[src/design/asp_pkg.sv]
// shared types, tables and constants for the affine sprite pixel address block
package asp_pkg;

   // defaults and fixed widths
   localparam int SCREEN_W_DEFAULT = 240;
   localparam int REQ_DATA_W       = 120;
   localparam int RSP_DATA_W       = 40;
   localparam int CSR_INDEX_W      = 1;
   localparam int CSR_DATA_W       = 1;

   // configuration register indexes
   localparam logic [CSR_INDEX_W-1:0] REG_SPRITES_ENABLED     = 1'd0;
   localparam logic [CSR_INDEX_W-1:0] REG_LINEAR_TILE_MAPPING = 1'd1;

   // pixel select codes
   localparam logic [1:0] SEL_BYTE = 2'd0;
   localparam logic [1:0] SEL_LOW  = 2'd1;
   localparam logic [1:0] SEL_HIGH = 2'd2;

   // tile data starts at this byte address
   localparam logic [16:0] VRAM_BASE = 17'h10000;

   // sprite width and height in pixels by shape and size; unused codes give zero
   localparam logic [6:0] WIDTH_TAB [16] = '{
      7'd8, 7'd16, 7'd32, 7'd64, 7'd16, 7'd32, 7'd32, 7'd64,
      7'd8, 7'd8,  7'd16, 7'd32, 7'd0,  7'd0,  7'd0,  7'd0};
   localparam logic [6:0] HEIGHT_TAB [16] = '{
      7'd8, 7'd16, 7'd32, 7'd64, 7'd8,  7'd8,  7'd16, 7'd32,
      7'd16, 7'd32, 7'd32, 7'd64, 7'd0, 7'd0,  7'd0,  7'd0};

   // attributes that ride along the whole pipe
   typedef struct packed {
      logic       hflip;     // only set for non-affine sprites
      logic       vflip;     // only set for non-affine sprites
      logic       c256;
      logic [6:0] sw;
      logic [6:0] sh;
      logic [1:0] wlog;      // log2 of width in tiles
      logic [7:0] sx;
      logic [9:0] tile;
      logic [3:0] bank;
   } attr_type;

   // after decode
   typedef struct packed {
      logic        ok;
      attr_type    attr;
      logic [7:0]  dx;
      logic [7:0]  dy;
      logic [15:0] pa;
      logic [15:0] pb;
      logic [15:0] pc;
      logic [15:0] pd;
   } dec_type;

   // after the multipliers
   typedef struct packed {
      logic        ok;
      attr_type    attr;
      logic [23:0] pax;
      logic [23:0] pby;
      logic [23:0] pcx;
      logic [23:0] pdy;
   } prod_type;

   // after the sums and range check
   typedef struct packed {
      logic       ok;
      attr_type   attr;
      logic [5:0] mx;
      logic [5:0] my;
   } map_type;

   // result fields
   typedef struct packed {
      logic        pixel_valid;
      logic [7:0]  screen_x;
      logic [16:0] vram_addr;
      logic [1:0]  pixel_select;
      logic [7:0]  palette_base;
   } res_type;

endpackage

[src/design/asp_decode.sv]
// stage 1: size decode, window and screen tests, centered offsets, matrix select
module asp_decode #(
   parameter int SCREEN_W = asp_pkg::SCREEN_W_DEFAULT
) (
   input  logic                           clock,
   input  logic                           reset,
   input  logic                           enable,
   input  logic                           in_valid,
   input  logic [asp_pkg::REQ_DATA_W-1:0] in_data,
   input  logic                           sprites_enabled,
   output logic                           out_valid,
   output asp_pkg::dec_type               out_stage
);
   import asp_pkg::*;

   localparam logic [10:0] ScreenLimit = 11'(SCREEN_W);

   logic [4:0]  flags;
   logic [3:0]  size_code;
   logic [8:0]  pos_x;
   logic [7:0]  pos_y;
   logic [7:0]  scan_line;
   logic [6:0]  column;
   logic        affine;
   logic        dbl;
   logic [6:0]  sw;
   logic [6:0]  sh;
   logic [7:0]  ww;
   logic [7:0]  wh;
   logic [7:0]  row;
   logic [9:0]  sx_full;
   logic        on_screen;
   logic        valid_ff;
   dec_type     stage_ff;
   dec_type     stage_in;

   // unpack the beat
   assign flags     = in_data[4:0];
   assign size_code = in_data[8:5];
   assign pos_x     = in_data[17:9];
   assign pos_y     = in_data[25:18];
   assign scan_line = in_data[107:100];
   assign column    = in_data[114:108];
   assign affine    = flags[0];
   assign dbl       = flags[1];

   // window size, doubled for double-size affine sprites
   assign sw  = WIDTH_TAB[size_code];
   assign sh  = HEIGHT_TAB[size_code];
   assign ww  = (affine && dbl) ? {sw, 1'b0} : {1'b0, sw};
   assign wh  = (affine && dbl) ? {sh, 1'b0} : {1'b0, sh};
   assign row = scan_line - pos_y;

   // screen column
   assign sx_full   = {pos_x[8], pos_x} + {3'b000, column};
   assign on_screen = !sx_full[9] && ({1'b0, sx_full} < ScreenLimit);

   always_comb begin
      stage_in.ok = sprites_enabled && (sw != 7'd0) && !(!affine && dbl)
                    && ({1'b0, column} < ww) && (row < wh) && on_screen;
      stage_in.attr.hflip = !affine && flags[2];
      stage_in.attr.vflip = !affine && flags[3];
      stage_in.attr.c256  = flags[4];
      stage_in.attr.sw    = sw;
      stage_in.attr.sh    = sh;
      stage_in.attr.wlog  = sw[6] ? 2'd3 : (sw[5] ? 2'd2 : (sw[4] ? 2'd1 : 2'd0));
      stage_in.attr.sx    = sx_full[7:0];
      stage_in.attr.tile  = in_data[35:26];
      stage_in.attr.bank  = in_data[118:115];
      // offsets from the window center; in range whenever the pixel is inside
      stage_in.dx = {1'b0, column} - {1'b0, ww[7:1]};
      stage_in.dy = row - {1'b0, wh[7:1]};
      // identity matrix for regular sprites
      if (affine) begin
         stage_in.pa = in_data[51:36];
         stage_in.pb = in_data[67:52];
         stage_in.pc = in_data[83:68];
         stage_in.pd = in_data[99:84];
      end else begin
         stage_in.pa = 16'd256;
         stage_in.pb = 16'd0;
         stage_in.pc = 16'd0;
         stage_in.pd = 16'd256;
      end
   end

   always_ff @(posedge clock) begin
      if (reset) begin
         valid_ff <= 1'b0;
      end else if (enable) begin
         valid_ff <= in_valid;
      end
      if (enable) begin
         stage_ff <= stage_in;
      end
   end

   assign out_valid = valid_ff;
   assign out_stage = stage_ff;
endmodule

[src/design/asp_mult.sv]
// stage 2: the four matrix products
module asp_mult (
   input  logic              clock,
   input  logic              reset,
   input  logic              enable,
   input  logic              in_valid,
   input  asp_pkg::dec_type  in_stage,
   output logic              out_valid,
   output asp_pkg::prod_type out_stage
);
   import asp_pkg::*;

   logic     valid_ff;
   prod_type stage_ff;
   prod_type stage_in;

   // signed 16 by 8 products
   always_comb begin
      stage_in.ok   = in_stage.ok;
      stage_in.attr = in_stage.attr;
      stage_in.pax  = 24'($signed(in_stage.pa) * $signed(in_stage.dx));
      stage_in.pby  = 24'($signed(in_stage.pb) * $signed(in_stage.dy));
      stage_in.pcx  = 24'($signed(in_stage.pc) * $signed(in_stage.dx));
      stage_in.pdy  = 24'($signed(in_stage.pd) * $signed(in_stage.dy));
   end

   always_ff @(posedge clock) begin
      if (reset) begin
         valid_ff <= 1'b0;
      end else if (enable) begin
         valid_ff <= in_valid;
      end
      if (enable) begin
         stage_ff <= stage_in;
      end
   end

   assign out_valid = valid_ff;
   assign out_stage = stage_ff;
endmodule

[src/design/asp_sum.sv]
// stage 3: texture coordinates, integer part and bounds test
module asp_sum (
   input  logic              clock,
   input  logic              reset,
   input  logic              enable,
   input  logic              in_valid,
   input  asp_pkg::prod_type in_stage,
   output logic              out_valid,
   output asp_pkg::map_type  out_stage
);
   import asp_pkg::*;

   logic [24:0] sum_x;
   logic [24:0] sum_y;
   logic        in_x;
   logic        in_y;
   logic        valid_ff;
   map_type     stage_ff;
   map_type     stage_in;

   // 8.8 coordinates plus the sprite center
   assign sum_x = {in_stage.pax[23], in_stage.pax} + {in_stage.pby[23], in_stage.pby}
                  + {11'd0, in_stage.attr.sw, 7'd0};
   assign sum_y = {in_stage.pcx[23], in_stage.pcx} + {in_stage.pdy[23], in_stage.pdy}
                  + {11'd0, in_stage.attr.sh, 7'd0};

   // integer part is bits 24:8; must be non-negative and below the size
   assign in_x = !sum_x[24] && (sum_x[23:8] < {9'd0, in_stage.attr.sw});
   assign in_y = !sum_y[24] && (sum_y[23:8] < {9'd0, in_stage.attr.sh});

   always_comb begin
      stage_in.ok   = in_stage.ok && in_x && in_y;
      stage_in.attr = in_stage.attr;
      stage_in.mx   = sum_x[13:8];
      stage_in.my   = sum_y[13:8];
   end

   always_ff @(posedge clock) begin
      if (reset) begin
         valid_ff <= 1'b0;
      end else if (enable) begin
         valid_ff <= in_valid;
      end
      if (enable) begin
         stage_ff <= stage_in;
      end
   end

   assign out_valid = valid_ff;
   assign out_stage = stage_ff;
endmodule

[src/design/asp_address.sv]
// stage 4: flips, tile layout and byte address; holds the result register
module asp_address (
   input  logic             clock,
   input  logic             reset,
   input  logic             enable,
   input  logic             in_valid,
   input  asp_pkg::map_type in_stage,
   input  logic             linear_tile_mapping,
   output logic             out_valid,
   output asp_pkg::res_type out_result
);
   import asp_pkg::*;

   logic [5:0]  mx_f;
   logic [5:0]  my_f;
   logic [2:0]  tx;
   logic [2:0]  ty;
   logic [2:0]  cx;
   logic [2:0]  cy;
   logic [5:0]  tile_num;
   logic [12:0] tile_off;
   logic [5:0]  intra;
   logic [16:0] addr;
   logic        valid_ff;
   res_type     result_ff;
   res_type     result_in;

   // a flip over a power-of-two size is an xor with size minus one
   assign mx_f = in_stage.attr.hflip ? (in_stage.mx ^ (in_stage.attr.sw[5:0] - 6'd1))
                                     : in_stage.mx;
   assign my_f = in_stage.attr.vflip ? (in_stage.my ^ (in_stage.attr.sh[5:0] - 6'd1))
                                     : in_stage.my;
   assign tx = mx_f[5:3];
   assign cx = mx_f[2:0];
   assign ty = my_f[5:3];
   assign cy = my_f[2:0];

   // tile offset for the two layouts
   assign tile_num = 6'({3'b000, ty} << in_stage.attr.wlog) + {3'b000, tx};
   always_comb begin
      if (linear_tile_mapping) begin
         tile_off = in_stage.attr.c256 ? {1'b0, tile_num, 6'd0} : {2'b00, tile_num, 5'd0};
      end else begin
         tile_off = {ty, 10'd0} + (in_stage.attr.c256 ? {4'd0, tx, 6'd0} : {5'd0, tx, 5'd0});
      end
   end

   // byte inside the tile
   assign intra = in_stage.attr.c256 ? {cy, cx} : {1'b0, cy, cx[2:1]};
   assign addr  = VRAM_BASE + {2'b00, in_stage.attr.tile, 5'd0} + {4'd0, tile_off}
                  + {11'd0, intra};

   always_comb begin
      result_in = '0;
      if (in_stage.ok) begin
         result_in.pixel_valid = 1'b1;
         result_in.screen_x    = in_stage.attr.sx;
         result_in.vram_addr   = addr;
         if (in_stage.attr.c256) begin
            result_in.pixel_select = SEL_BYTE;
            result_in.palette_base = 8'd0;
         end else begin
            result_in.pixel_select = cx[0] ? SEL_HIGH : SEL_LOW;
            result_in.palette_base = {in_stage.attr.bank, 4'd0};
         end
      end
   end

   always_ff @(posedge clock) begin
      if (reset) begin
         valid_ff <= 1'b0;
      end else if (enable) begin
         valid_ff <= in_valid;
      end
      if (enable) begin
         result_ff <= result_in;
      end
   end

   assign out_valid  = valid_ff;
   assign out_result = result_ff;
endmodule

[src/design/affine_sprite_pixel_address_top.sv]
// top level of the affine sprite pixel address pipeline
// One beat in per cycle while the output does not stall, one result beat out per input
// beat, in order. The work runs through four register stages (decode, multiply, sum
// and range check, address), in that order; the four 16x8 multipliers share one stage.
// rsp_tready low holds the pipe only where it is full: empty stages keep filling, and
// req_tready drops once all four hold a beat. Configuration writes take effect at once
// and must be made while the pipe is empty; the block itself does not enforce this.
module affine_sprite_pixel_address_top #(
   parameter int SCREEN_W = asp_pkg::SCREEN_W_DEFAULT
) (
   input  logic                            clock,
   input  logic                            reset,
   // sprite_flags, size_code, pos_x, pos_y, tile_index, mat_a, mat_b, mat_c, mat_d,
   // scan_line, column, palette_bank, zero pad
   input  logic                            req_tvalid,
   output logic                            req_tready,
   input  logic [asp_pkg::REQ_DATA_W-1:0]  req_tdata,
   // screen_x, vram_addr, pixel_select, palette_base, zero pad
   output logic                            rsp_tvalid,
   input  logic                            rsp_tready,
   output logic [asp_pkg::RSP_DATA_W-1:0]  rsp_tdata,
   // pixel_valid
   output logic                            rsp_tuser,
   input  logic                            csr_we,
   input  logic [asp_pkg::CSR_INDEX_W-1:0] csr_index,
   input  logic [asp_pkg::CSR_DATA_W-1:0]  csr_wdata
);
   import asp_pkg::*;

   logic     sprites_enabled_ff;
   logic     linear_mapping_ff;
   logic     v1, v2, v3, v4;
   logic     en1, en2, en3, en4;
   dec_type  s1;
   prod_type s2;
   map_type  s3;
   res_type  res;

   // configuration registers
   always_ff @(posedge clock) begin
      if (reset) begin
         sprites_enabled_ff <= 1'b0;
         linear_mapping_ff  <= 1'b0;
      end else if (csr_we) begin
         unique case (csr_index)
            REG_SPRITES_ENABLED:     sprites_enabled_ff <= csr_wdata[0];
            REG_LINEAR_TILE_MAPPING: linear_mapping_ff  <= csr_wdata[0];
            default: ;
         endcase
      end
   end

   // a stage moves when it is empty or the next one moves
   assign en4 = !v4 || rsp_tready;
   assign en3 = !v3 || en4;
   assign en2 = !v2 || en3;
   assign en1 = !v1 || en2;
   assign req_tready = en1;

   asp_decode #(.SCREEN_W(SCREEN_W)) u_decode (
      .clock           (clock),
      .reset           (reset),
      .enable          (en1),
      .in_valid        (req_tvalid),
      .in_data         (req_tdata),
      .sprites_enabled (sprites_enabled_ff),
      .out_valid       (v1),
      .out_stage       (s1)
   );

   asp_mult u_mult (
      .clock     (clock),
      .reset     (reset),
      .enable    (en2),
      .in_valid  (v1),
      .in_stage  (s1),
      .out_valid (v2),
      .out_stage (s2)
   );

   asp_sum u_sum (
      .clock     (clock),
      .reset     (reset),
      .enable    (en3),
      .in_valid  (v2),
      .in_stage  (s2),
      .out_valid (v3),
      .out_stage (s3)
   );

   asp_address u_address (
      .clock               (clock),
      .reset               (reset),
      .enable              (en4),
      .in_valid            (v3),
      .in_stage            (s3),
      .linear_tile_mapping (linear_mapping_ff),
      .out_valid           (v4),
      .out_result          (res)
   );

   // result beat
   assign rsp_tvalid = v4;
   assign rsp_tuser  = res.pixel_valid;
   assign rsp_tdata  = {5'd0, res.palette_base, res.pixel_select, res.vram_addr,
                        res.screen_x};
endmodule

[config.mk]
export PLATFORM = sky130hd
export DESIGN_NAME = affine_sprite_pixel_address_top
export DESIGN_NICKNAME = d
export VERILOG_FILES = /design/src/design/asp_pkg.sv /design/src/design/asp_decode.sv /design/src/design/asp_mult.sv /design/src/design/asp_sum.sv /design/src/design/asp_address.sv /design/src/design/affine_sprite_pixel_address_top.sv
export SDC_FILE = /design/constraint.sdc
export NUM_CORES = 2
export LEC_CHECK = 0
export ABC_CLOCK_PERIOD_IN_PS = 16900
export CORE_MARGIN = 2
export CORE_UTILIZATION = 49
export DETAILED_ROUTE_END_ITERATION = 6
export DONT_BUFFER_PORTS = 1
export PLACE_DENSITY_LB_ADDON = 0.12
export SYNTH_ARGS = -nofsm -noshare
export SYNTH_HDL_FRONTEND = slang
export SYNTH_HIERARCHICAL = 1
export SYNTH_SLANG_ARGS = --single-unit
export TNS_END_PERCENT = 50
[constraint.sdc]
create_clock -name clock -period 16.9 [get_ports clock]
set_input_delay 3.38 -clock clock [delete_from_list [all_inputs] [get_ports clock]]
set_output_delay 3.38 -clock clock [all_outputs]
set_load 0.05 [all_outputs]
* Word level (Yosys, flattened, before mapping) *
Memory sizes are Yosys's and may differ from the RTL's.
Index checks and enable logic that the tools add are counted.

word-level totals
  register bits after elaboration = 354
  bits in read-only memories = 224
  bits of input ports = 127
  output and inout port bits = 43
  word-level logic and storage cells = 137
  memories kept = 2

operators by class
  add/sub/neg operators = 15
  $mul = 4
  $lt $le $gt $ge = 6
  shifts and indexed selects = 1
  mux-type cells = 17
  bitwise logic cells = 5
  reduce and logical (&&, ||, !) cells = 32

memory list
  memory           words  width  read ports  clocked after Yosys merged registers in  wr ports  line              source
  (no name shown)  16     7      1           0                                        0         asp_decode.sv:48  assign sw = WIDTH_TAB[size_code];
  (no name shown)  16     7      1           0                                        0         asp_decode.sv:49  assign sh = HEIGHT_TAB[size_code];

operators with widths
  cell                                                                           count
  16-bit by 8-bit multiplier with 24-bit output                                  4
  24-bit by 24-bit adder with 25-bit output                                      2
  25-bit by 14-bit adder with 25-bit output                                      2
  36-bit two-way mux                                                             1
  16-bit by 7-bit less-than comparator with 1-bit output                         2
  7-bit two-way mux                                                              4
  6-bit two-way mux                                                              3
  17-bit by 13-bit adder with 17-bit output                                      1
  17-bit by 15-bit adder with 17-bit output, first input constant                1
  17-bit by 6-bit adder with 17-bit output                                       1
  8-bit two-way mux                                                              2
  1-bit logical AND                                                              14
  13-bit adder                                                                   1
  13-bit two-way mux                                                             1
  12-bit two-way mux                                                             1
  6-bit by 1-bit subtractor with 6-bit output, second input constant             2
  6-bit XOR                                                                      2
  9-bit by 8-bit adder with 10-bit output                                        1
  10-bit by 8-bit less-than comparator with 1-bit output, second input constant  1
  10-bit two-way mux                                                             1
  1-bit logical NOT                                                              9
  9-bit two-way mux                                                              1
  7-bit by 8-bit less-than comparator with 1-bit output                          1
  8-bit less-than comparator                                                     1
  other kinds (14)                                                               21

* Depth between registers and ports, before layout *
  depth in word-level cells = 10
  gate-level depth with buffers = 23
  gate-level depth less buffers = 23

* Cells and area by module *
Netlist, hierarchy kept.

modules (own cells, without submodules)
  module                           instances  cells an instance  area each (µm²)  sequential area each (µm²)
  asp_mult                         1          2,297              22,698.0         4,164.0
  asp_decode                       1          404                5,514.0          3,503.4
  asp_sum                          1          470                4,868.4          1,641.6
  asp_address                      1          251                2,542.4          980.9
  affine_sprite_pixel_address_top  1          20                 158.9            40.0

* Worst setup path after synthesis *
OpenSTA, ideal clock, no wires.

  path type = input port to output port
  from = input port rsp_tready
  to = output port req_tready
  data arrival time = 7.231 ns
  data required time = 13.520 ns
  path slack = 6.289 ns
  stages = 2
  buffers on the path = 0
  cell sequence = nor2b_1 -> nand4_1

between the ends
  cells in the longest elaborated chain, start to end = 4

ends and longest elaborated chain
  item                line                                   source
  start: declaration  affine_sprite_pixel_address_top.sv:20  input logic rsp_tready,
  1-bit logical OR    affine_sprite_pixel_address_top.sv:54  assign en4 = !v4 || rsp_tready;
  1-bit logical OR    affine_sprite_pixel_address_top.sv:55  assign en3 = !v3 || en4;
  1-bit logical OR    affine_sprite_pixel_address_top.sv:56  assign en2 = !v2 || en3;
  1-bit logical OR    affine_sprite_pixel_address_top.sv:57  assign en1 = !v1 || en2;
  end: declaration    affine_sprite_pixel_address_top.sv:16  output logic req_tready,

Every way passes these cells.

* Worst setup path after layout *
Same ends and word-level chain as after synthesis.

==> metrics.md <==
| Metric | Value |
|---|---|
| Final setup violation count | 0 |
| Antenna Nets Post-Route | 0 |
| H-tree depth | 2 |
| Max-slew violations | 0 |
| Max stage delay cell, worst path | buf_4 |
| Post-DP HPWL | approximately 62 mm |
| ANT cells | 0 |
| Total Neg Setup Slack | 0 ps |
| TritonCTS clock tree | done |
| Per-cell routed wire length | 18.0 microns |
| Drc violations | 0 |
| Max Clock Freq | 0.128 GHz |
| Status | complete, no violations |
| Vias per inst | 5.33 |
| PostCTS Resize Cnt | 0 |
| Initial antenna violation count | 1 |
| Post-layout minimum cycle time | between 7000 and 8000 ps |
| Row cnt | between 90 and 100 |
| CP peak stage delay | ~380 ps |
| Initial DRT Pass Iterations | 5 |
| I/O Pins | 170 |
| Total track usage | 0.218 |
| Dpl ws | between 9000 and 10000 ps |
| Syn Inst Count | 3440 |
| Yosys synthesis warning count | 6 |
| Part of the cycle the worst path needs | 0.461 |
| CTS root buffer | clkbuf_16 |
| Mapped Area | 35700 sq um |
| Post-CTS setup buffer count | 0 |
| CP endpoint kind | primary output |
| Max_cap viols | 0 |
| Worst skew pair latency | 590 ps |
| CP Launch Type | input pin |
| Final Hold Vio Count | 0 |
| Critical Path AT | 4400 ps |
| DRT iter0 DRCs | 1259 |
| Vias in the first global route | 24600 |
| Worst Tran Pin Value | 1220 ps |
| Core ar. | 72600 sq um |
| Total Die Area | 75100 sq um |
| I/O Buffers | 0 |
| CP Class | input pin to primary output |
| Layout cell share with drive strength beyond 1 | 0.0400 |
| Mapped Avg Cell Area | 10.4 sq um |
| CP bufs+invs | 1 |
| Area grow syn2layout | 6.88% |
| Vias post-DR | roughly 24000 |
| Cts hold-fix bufs | 0 |
| CTS Buffer Depth | 3 |
| TritonCTS Buffers | 44 |
| RSZ-0062 raised after global routing | no |
| Clock slew at reported path FFs | 60 ps |
| Crit-path cells | nor2b_1 -> nand4_1 -> buf_4 |
| Initial Util | 0.492 |
| GRT overflow | 0 |
| Max-slew headroom | 0.189 |
| Setup Skew | 19.5 ps |
| Die Height | 274 microns |
| Placer Congestion | around 0.89 |
| Pin count of the biggest net entering global routing | 70 |
| Setup ws final | 9120 ps |
| Area occupied by multi-input gates | 22600 sq um |
| Seq. cell area | 10300 sq um |
| Die width | 274 microns |
| Nets | 4300 |
| Fill cell count | 6593 |
| Worst endpoint required time | 13520 ps |
| First-pass GRT wire length | 129 mm |
| CP Max Fanout | 42 |
| Total wire length | just under 80 mm |
| CP top delay family | simple AND/OR/NAND/NOR gates |
| Hold/Removal Path Class | flip-flop to flip-flop |
| CTS sink cnt | 344 |
## worst paths after layout
check	slack, ps	to	startpoint	cells past startpoint
setup / recovery	9120	req_tready	rsp_tready	3
hold / removal	420	u_sum/out_stage[34]	u_mult/out_stage[118]	0
setup reg to reg	10330	u_mult/out_stage[95]	u_decode/out_stage[79]	16
hold reg to reg	420	u_sum/out_stage[34]	u_mult/out_stage[118]	0
## layer usage
layer / track usage / vias up / wire [microns]
li1: - / 11100 / -
met1: 0.293 / 11800 / 34900
met2: 0.370 / 494 / 38700
met3: 0.0271 / 113 / 3410
met4: 0.0638 / 0 / 2160
met5: 0 / - / 0
## registers in the layout, summed over array words and instances, names as in the netlist
register and cells:
linear_mapping_ff 1, sprites_enabled_ff 1, u_address/out_result 32, u_address/out_valid 1, u_decode/out_stage 116, u_decode/out_valid 1
u_mult/out_stage 138, u_mult/out_valid 1, u_sum/out_stage 52, u_sum/out_valid 1
## layout make-up
cell class	instances	share of cell area
multi-input combinational	2368	0.593
clock inverter	30	0.0103
sequential	344	0.269
inverter	639	0.0628
timing repair buffer	19	0.00374
clock buffer	48	0.0298
tap	959	0.0314
## placed cells by master (no fill, tap or decap), drive strengths merged, types with 15 or more instances in the layout
master and count:
clkbuf 48, nor2 149, fa 433, nand2 199, a21o 43, buf 19
o211ai 19, ha 324, o21a 23, edfxtp 338, nor3 22, xor2 43
conb 15, nor2b 35, o21ai 80, xnor2 105, nand2b 34, o21bai 15
mux2i 16, clkinv 18, a21oi 134, nand4 18, and2 442, inv 640
nand3 25
## per-stage QoR
stage                util  hold slack (ps)  instances  cell area [sq um]
floorplan               -              400       3452              35800
global placement    0.505              402       4329              36600
detailed placement  0.505              405       4329              36600
CTS                 0.526              418       4407              38200
global route        0.526              421       4407              38200
finish              0.526              415       4407              38200
## worst reg2reg max path, stage by stage (launching register included)
cell and delay [ps]:
edfxtp_1 700, clkinv_1 1060, nor2_1 460, fa_1 490, fa_1 520, fa_1 550
inv_1 60, fa_1 530, inv_1 40, ha_1 350, nand3_1 100, o211ai_1 410
o21bai_1 210, a21oi_1 210, a21oi_1 110, a311o_1 360, xnor2_1 150
Power is left out: the tool's default activity adds up to more than one toggle a clock period on the data nets, which glitch-free logic cannot reach.
